<file path="config.mk">
export PLATFORM = sky130hd
export DESIGN_NAME = api_frame_escape_encoder
export DESIGN_NICKNAME = d
export VERILOG_FILES = /design/src/design/afe_pkg.sv /design/src/design/afe_front.sv /design/src/design/afe_job_fifo.sv /design/src/design/afe_back.sv /design/src/design/api_frame_escape_encoder.sv
export SDC_FILE = /design/constraint.sdc
export NUM_CORES = 1
export LEC_CHECK = 0
export BUFFER_PORTS_ARGS = -buffer_cell sky130_fd_sc_hd__clkbuf_2
export CORE_ASPECT_RATIO = 1.4
export CORE_MARGIN = 1
export CORE_UTILIZATION = 55
export DETAILED_ROUTE_END_ITERATION = 10
export PLACE_DENSITY = 0.82
export REMOVE_ABC_BUFFERS = 1
export SYNTH_ARGS = -nofsm -noshare
export SYNTH_HDL_FRONTEND = slang
export SYNTH_SLANG_ARGS = --single-unit
export TNS_END_PERCENT = 50
</file>
<file path="constraint.sdc">
create_clock -name clk -period 5.1 [get_ports clk]
set_input_delay 1.275 -clock clk [delete_from_list [all_inputs] [get_ports clk]]
set_output_delay 1.275 -clock clk [all_outputs]
set_load 0.1 [all_outputs]
</file>
<file path="src/design/afe_pkg.sv">
// Package for the escaped API frame encoder.
// Holds the job descriptor passed from the front part to the back part, plus the frame constants.
// No dependencies.
`default_nettype none

package afe_pkg;

	localparam logic ACT_BEGIN   = 1'b0;
	localparam logic ACT_PAYLOAD = 1'b1;

	localparam logic [7:0] START_BYTE = 8'h7E;
	localparam logic [7:0] ESC_BYTE   = 8'h7D;
	localparam logic [7:0] XON_BYTE   = 8'h11;
	localparam logic [7:0] XOFF_BYTE  = 8'h13;
	localparam logic [7:0] ESC_XOR    = 8'h20;
	localparam logic [7:0] CSUM_BASE  = 8'hFF;

	localparam int MAX_SYMS = 4;

	// One accepted item, broken into up to four unescaped symbols.
	typedef struct packed {
		logic [MAX_SYMS-1:0][7:0] sym;      // symbol bytes, index 0 first
		logic [MAX_SYMS-1:0]      esc_en;   // symbol may be escaped
		logic [1:0]               last_idx; // index of the final symbol
		logic                     has_csum; // final symbol is the checksum
		logic                     bad;      // payload outside an open frame
	} job_t;

	function automatic logic is_special(input logic [7:0] b);
		return (b == START_BYTE) || (b == ESC_BYTE) || (b == XON_BYTE) || (b == XOFF_BYTE);
	endfunction

endpackage

`default_nettype wire

</file>
<file path="src/design/afe_front.sv">
// Front part: accepts input items, keeps the frame state and builds one job per item.
// Depends on afe_pkg.
`default_nettype none

module afe_front
	import afe_pkg::*;
(
	input  wire logic        clk,
	input  wire logic        arst_n,
	input  wire logic        accept,
	input  wire logic        action,
	input  wire logic [15:0] frame_length,
	input  wire logic [7:0]  payload_byte,
	output job_t             job
);

	logic [15:0] bytes_remaining_q;
	logic [7:0]  running_sum_q;
	logic        frame_open_q;

	logic [15:0] rem_n;
	logic [7:0]  sum_n;
	logic        open_n;
	logic [15:0] rem_dec;
	logic [7:0]  sum_add;

	assign rem_dec = bytes_remaining_q - 16'd1;
	assign sum_add = running_sum_q + payload_byte;

	always_comb begin
		job    = '0;
		rem_n  = bytes_remaining_q;
		sum_n  = running_sum_q;
		open_n = frame_open_q;
		if (action == ACT_BEGIN) begin
			job.sym[0]    = START_BYTE;
			job.sym[1]    = frame_length[15:8];
			job.sym[2]    = frame_length[7:0];
			job.esc_en    = 4'b1110;
			job.last_idx  = 2'd2;
			rem_n         = frame_length;
			sum_n         = '0;
			open_n        = 1'b1;
			if (frame_length == 16'd0) begin
				// Empty frame: close at once with the checksum of nothing.
				job.sym[3]   = CSUM_BASE;
				job.last_idx = 2'd3;
				job.has_csum = 1'b1;
				open_n       = 1'b0;
			end
		end else if (!frame_open_q || bytes_remaining_q == 16'd0) begin
			// Drop the byte and flag it; state holds.
			job.bad = 1'b1;
		end else begin
			job.sym[0]    = payload_byte;
			job.esc_en    = 4'b0011;
			rem_n         = rem_dec;
			sum_n         = sum_add;
			if (rem_dec == 16'd0) begin
				job.sym[1]   = CSUM_BASE - sum_add;
				job.last_idx = 2'd1;
				job.has_csum = 1'b1;
				sum_n        = '0;
				open_n       = 1'b0;
			end
		end
	end

	always_ff @(posedge clk or negedge arst_n) begin
		if (!arst_n) begin
			bytes_remaining_q <= '0;
			running_sum_q     <= '0;
			frame_open_q      <= 1'b0;
		end else if (accept) begin
			bytes_remaining_q <= rem_n;
			running_sum_q     <= sum_n;
			frame_open_q      <= open_n;
		end
	end

endmodule

`default_nettype wire

</file>
<file path="src/design/afe_job_fifo.sv">
// Short job queue between the front and back parts.
// Depends on afe_pkg.
`default_nettype none

module afe_job_fifo
	import afe_pkg::*;
#(
	parameter int DEPTH = 2
) (
	input  wire logic clk,
	input  wire logic arst_n,
	input  wire logic push,
	input  wire job_t push_job,
	input  wire logic pop,
	output job_t      head_job,
	output logic      full,
	output logic      not_empty
);

	localparam int PW = (DEPTH > 1) ? $clog2(DEPTH) : 1;
	localparam int CW = $clog2(DEPTH + 1);
	localparam logic [PW-1:0] LAST_PTR = PW'(DEPTH - 1);
	localparam logic [CW-1:0] FULL_CNT = CW'(DEPTH);

	job_t          slots_q [DEPTH];
	logic [PW-1:0] wr_ptr_q;
	logic [PW-1:0] rd_ptr_q;
	logic [CW-1:0] count_q;

	assign full      = (count_q == FULL_CNT);
	assign not_empty = (count_q != '0);
	assign head_job  = slots_q[rd_ptr_q];

	always_ff @(posedge clk) begin
		if (push) begin
			slots_q[wr_ptr_q] <= push_job;
		end
	end

	always_ff @(posedge clk or negedge arst_n) begin
		if (!arst_n) begin
			wr_ptr_q <= '0;
			rd_ptr_q <= '0;
			count_q  <= '0;
		end else begin
			if (push) begin
				wr_ptr_q <= (wr_ptr_q == LAST_PTR) ? '0 : wr_ptr_q + PW'(1);
			end
			if (pop) begin
				rd_ptr_q <= (rd_ptr_q == LAST_PTR) ? '0 : rd_ptr_q + PW'(1);
			end
			if (push && !pop) begin
				count_q <= count_q + CW'(1);
			end else if (pop && !push) begin
				count_q <= count_q - CW'(1);
			end
		end
	end

endmodule

`default_nettype wire

</file>
<file path="src/design/afe_back.sv">
// Back part: walks the head job symbol by symbol, inserts escapes and drives the output register.
// Depends on afe_pkg.
`default_nettype none

module afe_back
	import afe_pkg::*;
(
	input  wire logic       clk,
	input  wire logic       arst_n,
	input  wire logic       job_ready,
	input  wire job_t       job,
	output logic            job_pop,
	input  wire logic       byte_stall,
	output logic            byte_valid,
	output logic [7:0]      out_byte,
	output logic            frame_end,
	output logic            run_last,
	output logic            status
);

	logic [1:0] pos_q;
	logic       esc_half_q;
	logic       valid_q;
	logic [7:0] byte_q;
	logic       end_q;
	logic       last_q;
	logic       status_q;

	logic       advance;
	logic [7:0] cur_sym;
	logic       need_esc;
	logic       final_byte;
	logic       last_sym;
	logic [7:0] emit_byte;

	assign cur_sym    = job.sym[pos_q];
	assign need_esc   = job.esc_en[pos_q] && is_special(cur_sym);
	assign final_byte = !(need_esc && !esc_half_q);
	assign last_sym   = (pos_q == job.last_idx);
	assign advance    = job_ready && (!valid_q || !byte_stall);
	assign job_pop    = advance && final_byte && last_sym;
	assign emit_byte  = !final_byte ? ESC_BYTE : (esc_half_q ? (cur_sym ^ ESC_XOR) : cur_sym);

	always_ff @(posedge clk) begin
		if (advance) begin
			byte_q   <= emit_byte;
			end_q    <= final_byte && last_sym && job.has_csum;
			last_q   <= final_byte && last_sym;
			status_q <= job.bad;
		end
	end

	always_ff @(posedge clk or negedge arst_n) begin
		if (!arst_n) begin
			valid_q    <= 1'b0;
			pos_q      <= '0;
			esc_half_q <= 1'b0;
		end else begin
			if (advance) begin
				valid_q <= 1'b1;
				if (!final_byte) begin
					esc_half_q <= 1'b1;
				end else begin
					esc_half_q <= 1'b0;
					pos_q      <= last_sym ? 2'd0 : pos_q + 2'd1;
				end
			end else if (!byte_stall) begin
				valid_q <= 1'b0;
			end
		end
	end

	assign byte_valid = valid_q;
	assign out_byte   = byte_q;
	assign frame_end  = end_q;
	assign run_last   = last_q;
	assign status     = status_q;

endmodule

`default_nettype wire

</file>
<file path="src/design/api_frame_escape_encoder.sv">
// Escaped API frame encoder, top level.
// Instantiates afe_front, afe_job_fifo and afe_back; depends on afe_pkg.
//
// Input channel (item_valid / item_stall): one item is either a begin with frame_length
// (action 0) or one payload byte (action 1). Output channel (byte_valid / byte_stall):
// one wire byte per transfer, with frame_end on the final checksum byte, run_last on the
// last byte caused by an input item, and status set on the single flagged result of
// a payload byte that arrived outside an open frame.
// An item accepted with the queue empty is written into the job queue, and its first
// byte then goes through the back part's output register onto out_byte.
// Throughput: while byte_stall is low the back part emits one wire byte per cycle; an
// item produces 1 to 2 bytes for a payload byte (up to 4 when it closes the frame with
// an escaped checksum) and 3 to 5 for a begin. The job queue (QUEUE_DEPTH
// entries) lets the front keep accepting while the back is busy; item_stall rises
// only when the queue is full.
// Reset clears the frame state, the queue and the output valid; no frame is open.
// When byte_stall is high the output byte holds, the back part stops and the queue
// fills, after which item_stall backs up to the sender.
`default_nettype none

module api_frame_escape_encoder
	import afe_pkg::*;
#(
	parameter int QUEUE_DEPTH = 2
) (
	input  wire logic        clk,
	input  wire logic        arst_n,
	input  wire logic        item_valid,
	output logic             item_stall,
	input  wire logic        action,
	input  wire logic [15:0] frame_length,
	input  wire logic [7:0]  payload_byte,
	output logic             byte_valid,
	input  wire logic        byte_stall,
	output logic [7:0]       out_byte,
	output logic             frame_end,
	output logic             run_last,
	output logic             status
);

	job_t new_job;
	job_t head_job;
	logic q_full;
	logic q_not_empty;
	logic q_pop;
	logic item_accept;

	// Take an item whenever the queue has room.
	assign item_stall  = q_full;
	assign item_accept = item_valid && !q_full;

	afe_front u_front (
		.clk          (clk),
		.arst_n       (arst_n),
		.accept       (item_accept),
		.action       (action),
		.frame_length (frame_length),
		.payload_byte (payload_byte),
		.job          (new_job)
	);

	afe_job_fifo #(
		.DEPTH (QUEUE_DEPTH)
	) u_fifo (
		.clk       (clk),
		.arst_n    (arst_n),
		.push      (item_accept),
		.push_job  (new_job),
		.pop       (q_pop),
		.head_job  (head_job),
		.full      (q_full),
		.not_empty (q_not_empty)
	);

	afe_back u_back (
		.clk        (clk),
		.arst_n     (arst_n),
		.job_ready  (q_not_empty),
		.job        (head_job),
		.job_pop    (q_pop),
		.byte_stall (byte_stall),
		.byte_valid (byte_valid),
		.out_byte   (out_byte),
		.frame_end  (frame_end),
		.run_last   (run_last),
		.status     (status)
	);

`ifndef SYNTHESIS
	// The checksum byte always ends the item that caused it.
	a_end_is_last: assert property (@(posedge clk) disable iff (!arst_n)
		byte_valid && frame_end |-> run_last)
		else $error("frame_end without run_last");

	// A flagged result is a lone zero byte outside any frame.
	a_bad_shape: assert property (@(posedge clk) disable iff (!arst_n)
		byte_valid && status |-> out_byte == 8'h00 && run_last && !frame_end)
		else $error("malformed flagged result");

	// An accepted item is checked to be followed by byte_valid at the output.
	a_item_flows: assert property (@(posedge clk) disable iff (!arst_n)
		item_valid && !item_stall |-> ##2 byte_valid)
		else $error("accepted item did not reach the output");
`endif

endmodule

`default_nettype wire
</file>
# --- Yosys cells after proc, flatten, opt, wreduce, memory -nomap -nowiden ---
# Memories as Yosys holds them, arrays and structs flattened.
# Index checks and enable logic that the tools add are counted.
op_classes:
  n_addsub: 8
  magnitude_cmp: 1
  n_eq_ne: 9
  n_mux: 33
  bitwise_logic: 2
  n_reduce_logical: 31
ops:
  columns: ["cell", "count"]
  rows:
  - ["logical NOT 16 bit", 3]
  - ["2-to-1 mux 16 bit", 3]
  - ["2-to-1 mux 8 bit", 6]
  - ["2-to-1 mux 23 bit", 2]
  - ["binary-select mux 8 bit (select 2 bit)", 1]
  - ["== test 8 x 5 -> 1 bit, second input constant", 2]
  - ["== test 8 x 7 -> 1 bit, second input constant", 2]
  - ["subtractor 16 x 1 -> 16 bit, second input constant", 1]
  - ["2-to-1 mux 1 bit", 14]
  - ["logical AND 1 bit", 10]
  - ["2-to-1 mux 2 bit", 5]
  - ["adder 8 bit", 1]
  - ["logical NOT 1 bit", 8]
  - ["subtractor 8 bit, first input constant", 1]
  - ["2-to-1 mux 6 bit", 1]
  - ["logical OR 1 bit", 5]
  - ["adder 2 x 1 -> 2 bit, second input constant", 2]
  - ["inequality test 2 x 1 -> 1 bit, second input constant", 2]
  - ["AND reduction 2 bit", 2]
  - ["nonzero test 2 bit", 2]
  - ["< comparator 2 x 3 -> 1 bit, second input constant", 1]
  - ["AND reduction 3 bit", 1]
  - ["adder 1 bit, second input constant", 2]
  - ["binary-select mux 1 bit (select 2 bit)", 1]
  - ["5 further kinds", 6]
totals:
  ff_bits: 44
  ram_bits: 80
  output_inout_bits: 13
  elab_cells: 98
  mem_count: 1
mem_list:
  columns: ["name", "words", "word_bits", "read_ports", "rd_clocked_by_memory_dff", "write_ports", "line_no", "text"]
  rows:
  - ["u_fifo.slots_q", 2, 40, 1, 0, 1, "afe_job_fifo.sv:25", "job_t slots_q [DEPTH];"]

# --- Longest topological paths before layout ---
# An unclocked memory read counts as a cell.
depth:
  word_depth: 15
  ltp_mapped: 13

# --- By module ---
# Synthesis repeated with hierarchy kept, for this count alone.
hier_totals:
  cells_unflattened: 468
  hier_area_um2: 6511.2
by_module_without_submodules:
  columns: ["module", "instances", "cells_per_inst", "area_each_um2"]
  rows:
  - ["afe_job_fifo", 1, 141, 3279.4]
  - ["afe_front", 1, 267, 2313.5]
  - ["afe_back", 1, 59, 904.6]
  - ["api_frame_escape_encoder", 1, 1, 13.8]

# --- Worst setup path after synthesis ---
# Ideal clock, no wire load.
synth_timing:
  kind: "input-to-reg"
  start: "input port item_valid"
  end: "memory u_fifo.slots_q[0][0] (netlist name), enable pin"
  setup_time_ps: 417
  t_arrival_ps: 2712
  setup_slack_ps: 1971
  cell_stages: 2
  n_path_buf: 0
  cell_sequence: "nand2_1 > nor2_1"
synth_between:
  elab_chain_cells: 3
synth_rtl:
  columns: ["element", "line_no", "text"]
  rows:
  - ["start: declaration", "api_frame_escape_encoder.sv:28", "input wire logic item_valid,"]
  - ["logical AND 1 bit", "api_frame_escape_encoder.sv:50", "assign item_accept = item_valid && !q_full;"]
  - ["2-to-1 mux 1 bit", "afe_job_fifo.sv:35", "if (push) begin"]
  - ["2-to-1 mux 1 bit (implied by the code)", "afe_job_fifo.sv:36", "slots_q[wr_ptr_q] <= push_job;"]
  - ["end: declaration", "afe_job_fifo.sv:25", null]
# No other way between the ends.

# --- Worst setup path after layout ---
layout_timing:
  start: "register u_fifo.rd_ptr_q"
  end: "register u_fifo.count_q[1]"
layout_between:
  elab_chain_cells: 15
layout_rtl:
  columns: ["element", "line_no", "text"]
  rows:
  - ["start: declaration", "afe_job_fifo.sv:27", "logic [PW-1:0] rd_ptr_q;"]
  - ["start signal: assignment", "afe_job_fifo.sv:50", "rd_ptr_q <= (rd_ptr_q == LAST_PTR) ? '0 : rd_ptr_q + PW'(1);"]
  - ["memory read (2 x 40 bit) (*)", null, null]
  - ["binary-select mux 8 bit (select 2 bit)", "afe_back.sv:36", "assign cur_sym = job.sym[pos_q];"]
  - ["2-to-1 mux 8 bit (implied by the code)", "afe_back.sv:36", null]
  - ["== test 8 x 7 -> 1 bit", "afe_pkg.sv:30", "return (b == START_BYTE) || (b == ESC_BYTE) || (b == XON_BYTE) || (b == XOFF_BYTE);"]
  - ["logical OR 1 bit (3 in series)", "afe_pkg.sv:30", null]
  - ["logical AND 1 bit", "afe_back.sv:37", "assign need_esc = job.esc_en[pos_q] && is_special(cur_sym);"]
  - ["logical AND 1 bit", "afe_back.sv:38", "assign final_byte = !(need_esc && !esc_half_q);"]
  - ["logical NOT 1 bit", "afe_back.sv:38", null]
  - ["logical AND 1 bit", "afe_back.sv:41", "assign job_pop = advance && final_byte && last_sym;"]
  - ["logical AND 1 bit (*)", "afe_back.sv:41", null]
  - ["logical NOT 1 bit", "afe_job_fifo.sv:52", "if (push && !pop) begin"]
  - ["logical AND 1 bit", "afe_job_fifo.sv:52", null]
  - ["2-to-1 mux 2 bit or nonzero test 2 bit (tied branches)", null, null]
  - ["end signal: assignment", "afe_job_fifo.sv:53", "count_q <= count_q + CW'(1);"]
  - ["end signal: assignment", "afe_job_fifo.sv:55", "count_q <= count_q - CW'(1);"]
  - ["end: declaration", "afe_job_fifo.sv:28", "logic [CW-1:0] count_q;"]
# Mark *: on every way between the ends. The rest lies on a longest branch, timed or not. The select of a mux whose other input is x is not followed.
# A chain may end at the register's enable or synchronous reset.

==> impl_metrics.toml <==
[timing]
drv_slew = 0
setup_viol = 0
fmax_mhz = 298
hold_viol_final = 0
min_period_over_period_pct = 65.8
max_slew.worst_pin.slew_ps = 1020
finalCriticalPeriod_ps = 3360
relSlewSlack_pct = 31.9
hold_slack_ps = 482
rsz0062_at_grt = "no"
fin_tns_setup_ps = 0
skew_ps = 8.16

[cts]
clkTransAtPathRegs_ps = 60
insertion_delay_ps = 340
numCtsBuffers = 9
cts_resized = 0
cts_sinks = 104
cts_tree = "done"
cts_max_path_buffers = 2
cts_setup_buffers = 0
cts_root_buf = "clkbuf_16"
htreeDepth = 3
ctsHoldBuffers = 0

[die]
boundaryPins = 42
die_w_um = 85.0
row_count = 42
core_area_sq_um = 9410
die_h_um = 118
die_area_sq_um = 10000
start_util_pct = 56.4

[synth]
synthesis.area_sq_um = 5300
avgSynthCellArea_sq_um = 12.0
yosys_warnings = 0
ys_seq_elements = 104
yosysSeqAreaShare_pct = 55.8
synth_top_cells_by_area = "edfxtp_1 40%, dfrtp_1 16%, mux4_2 3.8%"
synth_top_area_cell = "edfxtp_1"
synth-main-ff-cell = "edfxtp_1"
yosys.cell_types.count = 68
async_flop_share_pct = 31.7
synth.top_cell.area_share_pct = 40.2
netlist_instances = 441
synth-edff-count = 71

[power_and_ir_drop]
p_per_area_nw_per_um2 = 671
power.total_mw = 3.92
ir_drop_mv = 0.305
internal_power_mw = 2.22
leakagePower_nw = 2.27
pwr-share-clk_pct = 16.4
p_seq_share_pct = 38.3
p_comb_share_pct = 45.3
switchingPower_mw = 1.70
p_sw_share_pct = 43.3

[drt]
wl_met1_um = 4290
drcViolationCount = 0
wl_um = 11300
dr.pass1.iters = 5
viasPerCell = 6.30
avgRoutedWirePerCell_um = 19.2
via_count = 3711
drt_iter0_drc = 231
postRouteAntennaNets = 0
top_layer_used = "met4"
wl_met2_um = 6100
wl_met3_um = 500

[worst_hold_path]
holdPathStages = 2
hold_path_class = "reg2reg"

[global_route]
grt_start_max_net_pins = 35
grt.total_usage_pct = 24.7
antenna_found_initial = 0
first_global_vias = 3712
grt_pass1_wl_um = 18600
overflow = 0

[status]
status = "complete, no violations"

[placement]
place_congestion = 0.885
hpwl_um = 8150
portBuffers = 41
place_inst = 573
place_area_sq_um = 5560

[worst_setup_path]
reg2regPathDepth = 9
crit_fanout = 11
setup.worst_path.end_class = "register"
crit_required_ps = 5360
start_kind = "register"
crit_arrival_ps = 3620
critPathKind = "reg2reg"

[flow_run]
maxCapViolCount = 0

[cells_and_area]
area_growth_pct = 10.1
antennaDiodeCount = 0
layout.nets = 514
layout.cells.non_filler = 589
drive_above_1_share_pct = 18.0
final_cell_area_sq_um = 5840
-- synth_stat cells, drive strengths merged (3+ instances only) --
cell type	count
edfxtp	71
nand2	42
dfrtp	33
nor2	30
a21oi	28
mux2i	19
clkbuf	14
o22ai	14
xnor2	14
nor2b	12
inv	11
nor3	11
o21ai	11
ha	10
buf	9
mux4	9
o2bb2ai	9
a22o	8
and3	7
nor4	7
or3	6
xor2	6
nand2b	5
nand3	5
and2	4
o211ai	3
o21a	3
-- per-stage QoR --
| stage | utilization [%] | worst slack, ps |
|---|---|---|
| 4_1_cts | 62.1 | 1720 |
| 5_1_grt | 62.1 | 1370 |
| 2_1_floorplan | - | 1750 |
| 3_5_place_dp | 59.1 | 1600 |
| 3_3_place_gp | 59.1 | 1730 |
| 6_report | 62.1 | 1740 |
-- cells in the final DEF (no fill, tap or decap), types with 3 or more instances in the layout --
master,count
a21oi_1,28
a22o_1,8
and2_1,4
and3_1,7
buf_4,4
clkbuf_16,9
clkbuf_2,41
dfrtp_1,33
edfxtp_1,71
ha_1,10
inv_1,11
mux2i_1,19
mux4_2,9
nand2_1,40
nand2b_1,5
nand3_1,5
nor2_1,29
nor2b_1,12
nor3_1,10
nor4_1,7
o211ai_1,3
o21a_1,3
o21ai_0,10
o22ai_1,14
o2bb2ai_1,8
or3_1,5
xnor2_1,14
xor2_1,6
-- final timing paths --
kind | startpoint | to | slack (ps)
setup reg to reg | u_fifo.rd_ptr_q$_DFFE_PN0P_ | u_fifo.count_q[1]$_DFFE_PN0P_ | 1740
setup / recovery | u_fifo.rd_ptr_q$_DFFE_PN0P_ | u_fifo.count_q[1]$_DFFE_PN0P_ | 1740
max in group asynchronous | arst_n | u_front.bytes_remaining_q[8]$_DFFE_PN0P_ | 3430
min in group asynchronous | arst_n | u_fifo.rd_ptr_q$_DFFE_PN0P_ | 1070
hold reg to reg | u_back.byte_valid$_DFFE_PN0P_ | u_back.byte_valid$_DFFE_PN0P_ | 480
hold / removal | u_back.byte_valid$_DFFE_PN0P_ | u_back.byte_valid$_DFFE_PN0P_ | 480
-- power groups by stage --
stage	Combinational (mW)	Clock, mW	Sequential, mW
floorplan	1.05	0	1.82
global placement	1.70	0	1.49
detailed placement	1.75	0	1.51
CTS	1.77	0.652	1.50
global route	1.92	0.689	1.54
finish	1.78	0.643	1.50
-- final cells by class --
| cell class | instances | area (sq um) |
|---|---|---|
| inverter | 12 | 45.0 |
| tap | 110 | 138 |
| sequential | 104 | 2960 |
| clock buffer | 13 | 260 |
| fill | 726 | 3570 |
| timing repair buffer | 45 | 235 |
| multi-input combinational | 302 | 2180 |
| clock inverter | 3 | 17.5 |
-- critical path, cell delays in order, from the launching register on --
cell and delay [ps]:
dfrtp_1 720, mux4_2 570, o211ai_1 510, o21ba_2 250
o221ai_2 340, nand3_1 210, ha_1 270, xor2_1 140
nor2_1 110, xor2_1 150
-- logic make-up (layout without fill, tap and decap cells) --
| logic type | Yosys count | after routing | synth area share (%) |
|---|---|---|---|
| flip-flops | 104 | 104 | 55.8 |
| AO/OA/AOI/OAI | 100 | 100 | 13.5 |
| adder cells (fa/ha/maj) | 11 | 11 | 2.74 |
| AND/OR/NAND/NOR | 141 | 141 | 13.8 |
| XOR/XNOR | 20 | 20 | 3.30 |
| multiplexers | 30 | 30 | 7.83 |
| buffers and inverters | 35 | 73 | 3.07 |
-- routing by layer --
| layer | global-route usage (%) | vias to the layer above |
|---|---|---|
| met3 | 4.33 | 34 |
| met5 | 0 | - |
| met2 | 43.5 | 148 |
| met4 | 12.4 | 0 |
| li1 | - | 1730 |
| met1 | 28.5 | 1799 |
-- registers in the layout, indices dropped and copies added (netlist names) --
signal and cells:
u_back.esc_half_q 1, u_front.bytes_remaining_q 16, u_fifo.count_q 2, u_fifo.wr_ptr_q 1
u_fifo.slots_q 60, u_back.frame_end 1, u_back.byte_valid 1, u_back.run_last 1
u_front.running_sum_q 8, u_back.out_byte 8, u_back.pos_q 2, u_fifo.rd_ptr_q 1
u_front.frame_open_q 1, u_back.status 1
(Power assumes the default switching activity.)
